`src/hw/rtl/abs_pkg.sv`:
```
// Shared types and codes for the alternating-bit sender.
package abs_pkg;

  localparam int PAYLOAD_W = 160;
  localparam int SUM_W     = 13;
  localparam int NBYTES    = PAYLOAD_W / 8;

  typedef logic [PAYLOAD_W-1:0] payload_t;
  typedef logic signed [SUM_W-1:0] sum_t;

  typedef enum logic [1:0] {
    CMD_MSG     = 2'd0,
    CMD_ACK     = 2'd1,
    CMD_TIMEOUT = 2'd2
  } cmd_t;

endpackage

```
`src/hw/rtl/abs_checksum.sv`:
```
// Packet checksum: sequence bit plus the twenty payload bytes taken as signed.
module abs_checksum (
  input  logic             seq,
  input  abs_pkg::payload_t payload,
  output abs_pkg::sum_t    sum
);
  import abs_pkg::*;

  sum_t byte_val [NBYTES];
  sum_t pair_sum [NBYTES/2];
  sum_t quad_sum [NBYTES/4];

  // The bytes are summed as a balanced tree so the carry path stays short.
  always_comb begin
    for (int i = 0; i < NBYTES; i++) begin
      byte_val[i] = {{(SUM_W-8){payload[8*i+7]}}, payload[8*i +: 8]};
    end
    for (int i = 0; i < NBYTES/2; i++) begin
      pair_sum[i] = byte_val[2*i] + byte_val[2*i+1];
    end
    for (int i = 0; i < NBYTES/4; i++) begin
      quad_sum[i] = pair_sum[2*i] + pair_sum[2*i+1];
    end
    sum = ((quad_sum[0] + quad_sum[1]) + (quad_sum[2] + quad_sum[3]))
        + (quad_sum[4] + {{(SUM_W-1){1'b0}}, seq});
  end

endmodule

```
`src/hw/rtl/alternating_bit_sender_core.sv`:
```
// Sender side of the alternating-bit protocol: a queued message source with resend on timeout.
//
// Each transaction first reads the head entry of the message queue memory when it is accepted,
// then, in the execute state, updates the queue, the sequence bit and the
// result registers, so done pulses for one cycle right after and busy is low again in that
// same cycle. Every transaction yields exactly one result, and the receiver cannot stall it.
// The queue memory holds QUEUE_DEPTH messages of twenty bytes; it needs no clearing after reset.
module alternating_bit_sender_core #(
  parameter int QUEUE_DEPTH = 16
) (
  input  logic             clk,
  input  logic             rst,
  input  logic             start,
  output logic             busy,
  input  logic [1:0]       command,
  input  logic [63:0]      msg_word0,
  input  logic [63:0]      msg_word1,
  input  logic [31:0]      msg_word2,
  input  logic             ack_bit,
  output logic             done,
  output logic             send_valid,
  output logic             send_seq,
  output logic [63:0]      send_word0,
  output logic [63:0]      send_word1,
  output logic [31:0]      send_word2,
  output abs_pkg::sum_t    send_sum,
  output logic             timer_start,
  output logic             timer_stop,
  output logic             dropped
);
  import abs_pkg::*;

  localparam int PTR_W = (QUEUE_DEPTH > 1) ? $clog2(QUEUE_DEPTH) : 1;
  localparam int CNT_W = $clog2(QUEUE_DEPTH + 1);

  typedef enum logic {ST_IDLE, ST_EXEC} state_t;

  state_t           state;
  logic [1:0]       cmd_reg;
  payload_t         msg_reg;
  logic             ack_reg;
  logic             seq_bit;
  logic             waiting;
  payload_t         last_payload;
  logic [PTR_W-1:0] queue_head;
  logic [PTR_W-1:0] queue_tail;
  logic [CNT_W-1:0] queue_count;

  payload_t         queue_mem [QUEUE_DEPTH];
  payload_t         rd_data;

  logic             accept;
  logic             emit;
  logic             push;
  logic             pop;
  logic             drop;
  logic             stop;
  logic             go_wait;
  payload_t         pay_sel;
  sum_t             pay_sum;
  logic [PTR_W-1:0] head_next;
  logic [PTR_W-1:0] tail_next;

  assign accept = start && (state == ST_IDLE);
  assign busy   = (state != ST_IDLE);

  always_comb begin
    emit    = 1'b0;
    push    = 1'b0;
    pop     = 1'b0;
    drop    = 1'b0;
    stop    = 1'b0;
    go_wait = 1'b0;
    pay_sel = msg_reg;
    case (cmd_reg)
      CMD_MSG: begin
        if (!waiting) begin
          emit    = 1'b1;
          go_wait = 1'b1;
          if (queue_count != '0) begin
            pop     = 1'b1;
            push    = 1'b1;
            pay_sel = rd_data;
          end
        end else if (queue_count < CNT_W'(QUEUE_DEPTH)) begin
          push = 1'b1;
        end else begin
          drop = 1'b1;
        end
      end
      CMD_ACK: begin
        stop = (ack_reg == seq_bit);
      end
      CMD_TIMEOUT: begin
        emit    = 1'b1;
        pay_sel = last_payload;
      end
      default: begin
      end
    endcase
  end

  assign head_next = (queue_head == PTR_W'(QUEUE_DEPTH - 1)) ? '0 : queue_head + 1'b1;
  assign tail_next = (queue_tail == PTR_W'(QUEUE_DEPTH - 1)) ? '0 : queue_tail + 1'b1;

  abs_checksum u_checksum (
    .seq     (seq_bit),
    .payload (pay_sel),
    .sum     (pay_sum)
  );

  always_ff @(posedge clk) begin
    if (accept) begin
      rd_data <= queue_mem[queue_head];
    end
    if ((state == ST_EXEC) && push) begin
      queue_mem[queue_tail] <= msg_reg;
    end
  end

  always_ff @(posedge clk) begin
    if (accept) begin
      cmd_reg <= command;
      msg_reg <= {msg_word2, msg_word1, msg_word0};
      ack_reg <= ack_bit;
    end
    if ((state == ST_EXEC) && emit) begin
      last_payload <= pay_sel;
    end
    if (state == ST_EXEC) begin
      send_seq   <= emit ? seq_bit : 1'b0;
      send_word0 <= emit ? pay_sel[63:0] : '0;
      send_word1 <= emit ? pay_sel[127:64] : '0;
      send_word2 <= emit ? pay_sel[159:128] : '0;
      send_sum   <= emit ? pay_sum : '0;
    end
  end

  always_ff @(posedge clk) begin
    if (rst) begin
      state       <= ST_IDLE;
      seq_bit     <= 1'b0;
      waiting     <= 1'b0;
      queue_head  <= '0;
      queue_tail  <= '0;
      queue_count <= '0;
      done        <= 1'b0;
      send_valid  <= 1'b0;
      timer_start <= 1'b0;
      timer_stop  <= 1'b0;
      dropped     <= 1'b0;
    end else begin
      done        <= 1'b0;
      send_valid  <= 1'b0;
      timer_start <= 1'b0;
      timer_stop  <= 1'b0;
      dropped     <= 1'b0;
      case (state)
        ST_IDLE: begin
          if (accept) begin
            state <= ST_EXEC;
          end
        end
        ST_EXEC: begin
          state       <= ST_IDLE;
          done        <= 1'b1;
          send_valid  <= emit;
          timer_start <= emit;
          timer_stop  <= stop;
          dropped     <= drop;
          if (pop) begin
            queue_head <= head_next;
          end
          if (push) begin
            queue_tail <= tail_next;
          end
          if (push && !pop) begin
            queue_count <= queue_count + 1'b1;
          end
          if (go_wait) begin
            waiting <= 1'b1;
          end
          if (stop) begin
            seq_bit <= ~seq_bit;
            waiting <= 1'b0;
          end
        end
        default: begin
          state <= ST_IDLE;
        end
      endcase
    end
  end

endmodule

```
`config.mk`:
```
export PLATFORM = sky130hd
export DESIGN_NAME = alternating_bit_sender_core
export DESIGN_NICKNAME = d
export VERILOG_FILES = /design/src/hw/rtl/abs_pkg.sv /design/src/hw/rtl/abs_checksum.sv /design/src/hw/rtl/alternating_bit_sender_core.sv
export SDC_FILE = /design/constraint.sdc
export NUM_CORES = 2
export LEC_CHECK = 0
export ABC_AREA = 1
export BUFFER_PORTS_ARGS = -buffer_cell sky130_fd_sc_hd__buf_2
export CORE_MARGIN = 3
export CORE_UTILIZATION = 55
export CTS_BUF_LIST = sky130_fd_sc_hd__clkbuf_4
export DETAILED_ROUTE_END_ITERATION = 7
export GPL_ROUTABILITY_DRIVEN = 0
export PLACE_DENSITY = 0.72
export RECOVER_POWER = 100
export SYNTH_ARGS = -nofsm -noshare
export SYNTH_HDL_FRONTEND = slang
export SYNTH_HIERARCHICAL = 1
export SYNTH_SLANG_ARGS = --single-unit
export TNS_END_PERCENT = 10
```
`constraint.sdc`:
```
create_clock -name clk -period 65 [get_ports clk]
set_input_delay 6.5 -clock clk [delete_from_list [all_inputs] [get_ports clk]]
set_output_delay 6.5 -clock clk [all_outputs]
set_load 0.1 [all_outputs]
```
==> metrics.md <==
| Metric | Value |
|---|---|
| Detailed Route WL | 387 mm |
| Reg2reg start | queue_head[0] |
| Commonest non-fill, non-tap cell in the layout | nand2_1 |
| Clk Latency, worst-skew pair | 1460 ps |
| Outcome | complete, but fails checks |
| Seq/Total Area, Yosys | 0.710 |
| Setup TNS Final | 0 ps |
| Routed wire per std cell | 23.1 microns |
| R2R Setup Slk | 37770 ps |
| Crit Path Class | register to register |
| Worst reg2reg path depth | 9 |
| Initial antenna violation count | 22 |
| I/O Pins | roughly 350 |
| GRT Total Usage | 0.298 |
| Syn Nets | 12500 |
| DRC | 1 |
| Biggest register | queue_mem |
| CTS Buf Count | 802 |
| Drt first-iter violations | 12400 |
| Drt first pass iters | 8 |
| Clock root buffer master | clkbuf_4 |
| Int Power | about 3.8 mW |
| #FFs+latches synth | roughly 3200 |
| Mapped cell area | 137000 sq um |
| Sw frac | 0.351 |
| Worst-Margin Slew | 11410 ps |
| Crit path max fanout | 261 |
| Combinational share of power | 0.309 |
| Hold crit path type | register to register |
| DR vias | approximately 95000 |
| Worst Skew | 202 ps |
| Area grow syn2layout | 9.78% |
| Rows | 182 |
| Tmin final | 27230 ps |
| Die X | between 500 and 600 microns |
| Startpoint Class | register |
| Worst slew margin | -6.60 |
| Pleak | 57.8 nW |
| Clk slew on worst S/H paths | 70 ps |
| CTS tree | yes |
| Vias per cell | between 5 and 6 |
| Largest net degree at the start of global routing | 262 |
| Failing checks | DRC, capacitance limit, slew limit |
| Global-route wire length before repair | 572 mm |
| NetSw | 2.07 mW |
| Syn Inst Count | roughly 12000 |
| Most frequent cells in the layout | nand2_1, edfxtp_1, nor2_1 |
| Final-layout fill cell count | roughly 19000 |
| Clk buf depth | 4 |
| Syn Area/Cell | 11.2 sq um |
| Final core utilization | 0.608 |
| Postcts setup bufs | 0 |
| Antenna-violating nets left | 0 |
| Layout cells sized above 1 | 0.104 |
| Hold buffer count at CTS | 0 |
| Tot Pwr | 5.89 mW |
| Critical path endpoint | rd_data[69] |
| Vias in the first global route | 92600 |
| Full die area | 254000 sq um |
| Initial core utilization | 0.554 |
| Worst Path Arrival | 28470 ps |
| Max-slew violations | 5077 |
| Yosys warning total | 6 |
| Cell area power density | 39.2 nW/um^2 |
| CP startpoint | queue_head[0] |
| Clock power share | 0.283 |
| Port Buffers | 345 |
| Die Height | 504 microns |
| Remaining Overflow, GRT | 0 |
| Cts repair resizes | 0 |
| Final period util | 0.419 |
| CP Data Required Time | 66240 ps |
| Detailed Place HPWL | around 210 mm |
| Reg power frac | 0.408 |
| Sink Count | 3237 |
| Crit. End Element | register |
| RSZ-0062 raised after global routing | false |
| Distinct cell type count after synthesis | 32 |
| Final Setup Violations | 0 |
| Core area | 247000 sq um |
| H-Tree Depth | 6 |
| VDD IR-drop max | 0.000226 V |
| Number of flip-flops under the largest register name | 2560 |
| Max Cap Violations | 94 |
| Final nets | ~13000 |
| Final hold vios | 0 |
| RR Endpoint | rd_data[69] |
| Max Clock Freq | roughly 0.037 GHz |
## Yosys cell counts
cell type	instances	area share
nand2_1	3995	0.11
edfxtp_1	3217	0.71
nor2_1	1189	0.033
nand3_1	933	0.034
inv_1	875	0.024
o21ai_0	680	0.025
clkbuf_1	279	0.0077
buf_2	235	0.0086
o21ai_1	199	0.0073
a21oi_1	187	0.0069
fa_1	132	0.019
buf_1	52	0.0014
ha_1	49	0.0045
buf_6	46	0.0038
buf_4	25	0.0014
dfxtp_1	20	0.0029
xor2_1	14	0.00090
xnor2_1	12	0.00077
nand4_1	9	0.00041
inv_2	6	0.00016
nor3_1	4	0.00015
o21bai_1	4	0.00022
buf_12	2	0.00029
nand2_2	2	0.000092
nand3_2	2	0.00015
nor2_2	2	0.000092
a21o_1	1	0.000055
a31oi_1	1	0.000046
buf_8	1	0.00011
nand3b_1	1	0.000055
nor4_1	1	0.000046
o21ai_2	1	0.000064
## per-stage QoR
stage | setup WS [ps] | instances | hold WS, ps | area [sq um]
2_1_floorplan | 37370 | 12200 | 450 | 137000
3_3_place_gp | 55280 | 15400 | 483 | 141000
3_5_place_dp | 55200 | 15400 | 493 | 141000
4_1_cts | 55840 | 16700 | 452 | 151000
5_1_grt | 36130 | 16700 | 482 | 150000
6_report | 37770 | 16700 | 453 | 150000
## logic make-up (layout without fill, tap and decap cells)
logic type,after synthesis,in the layout,share of synthesized area
xor gates and xnor gates,26,26,0.00167
and+or+nand+nor,6138,6138,0.178
buffers and inverters,1521,2759,0.0475
DFF,3237,3237,0.710
other,0,15,0
AOI/OAI and AO/OA,1073,1073,0.0394
adders and majority gates,181,181,0.0238
## layer usage
layer	GRT usage	vias to the layer above	wire length, microns
li1	-	42600	-
met1	0.395	45400	142000
met4	0.175	8	23400
met3	0.0611	1059	44300
met5	0	-	46
met2	0.460	6186	178000
## power by group through the flow
stage | registers, mW | clock network (mW) | logic [mW]
detailed placement | 2.44 | 0 | 1.77
floorplan | 2.49 | 0 | 1.27
global route | 2.40 | 1.80 | 2.04
CTS | 2.40 | 1.69 | 1.78
global placement | 2.44 | 0 | 1.75
finish | 2.40 | 1.66 | 1.82
## worst max-delay path: stages (launching register included)
cell	delay [ps]
dfxtp_1	760
clkinvlp_2	3650
clkbuf_1	7480
clkbuf_1	2730
clkbuf_1	8120
clkbuf_1	2940
o21ai_0	490
nand3_1	210
nand3_1	110
nand2_1	130
## area by class of cell
class | instances | area, sq um | share of cell area
flip-flops and latches | 3237 | 97000 | 0.647
multi-input cells | 7418 | 33200 | 0.221
clock buffers | 1152 | 8650 | 0.0577
well taps | 3312 | 4140 | 0.0276
inverters | 881 | 3350 | 0.0223
repair buffers | 502 | 2270 | 0.0152
clock inverters | 224 | 1330 | 0.00889
diodes | 15 | 37.5 | 0.000250
## worst min-delay path by stage
stage / endpoint / depth (start not counted) / slack (ps) / from
floorplan: dropped / 2 / 450 / queue_count[4]
global placement: queue_count[1] / 2 / 480 / queue_count[1]
detailed placement: dropped / 2 / 490 / queue_count[4]
CTS: dropped / 2 / 450 / queue_count[4]
global route: dropped / 2 / 480 / queue_count[4]
finish: dropped / 2 / 450 / queue_count[4]
No activity file was read; power rests on OpenSTA's default activity.
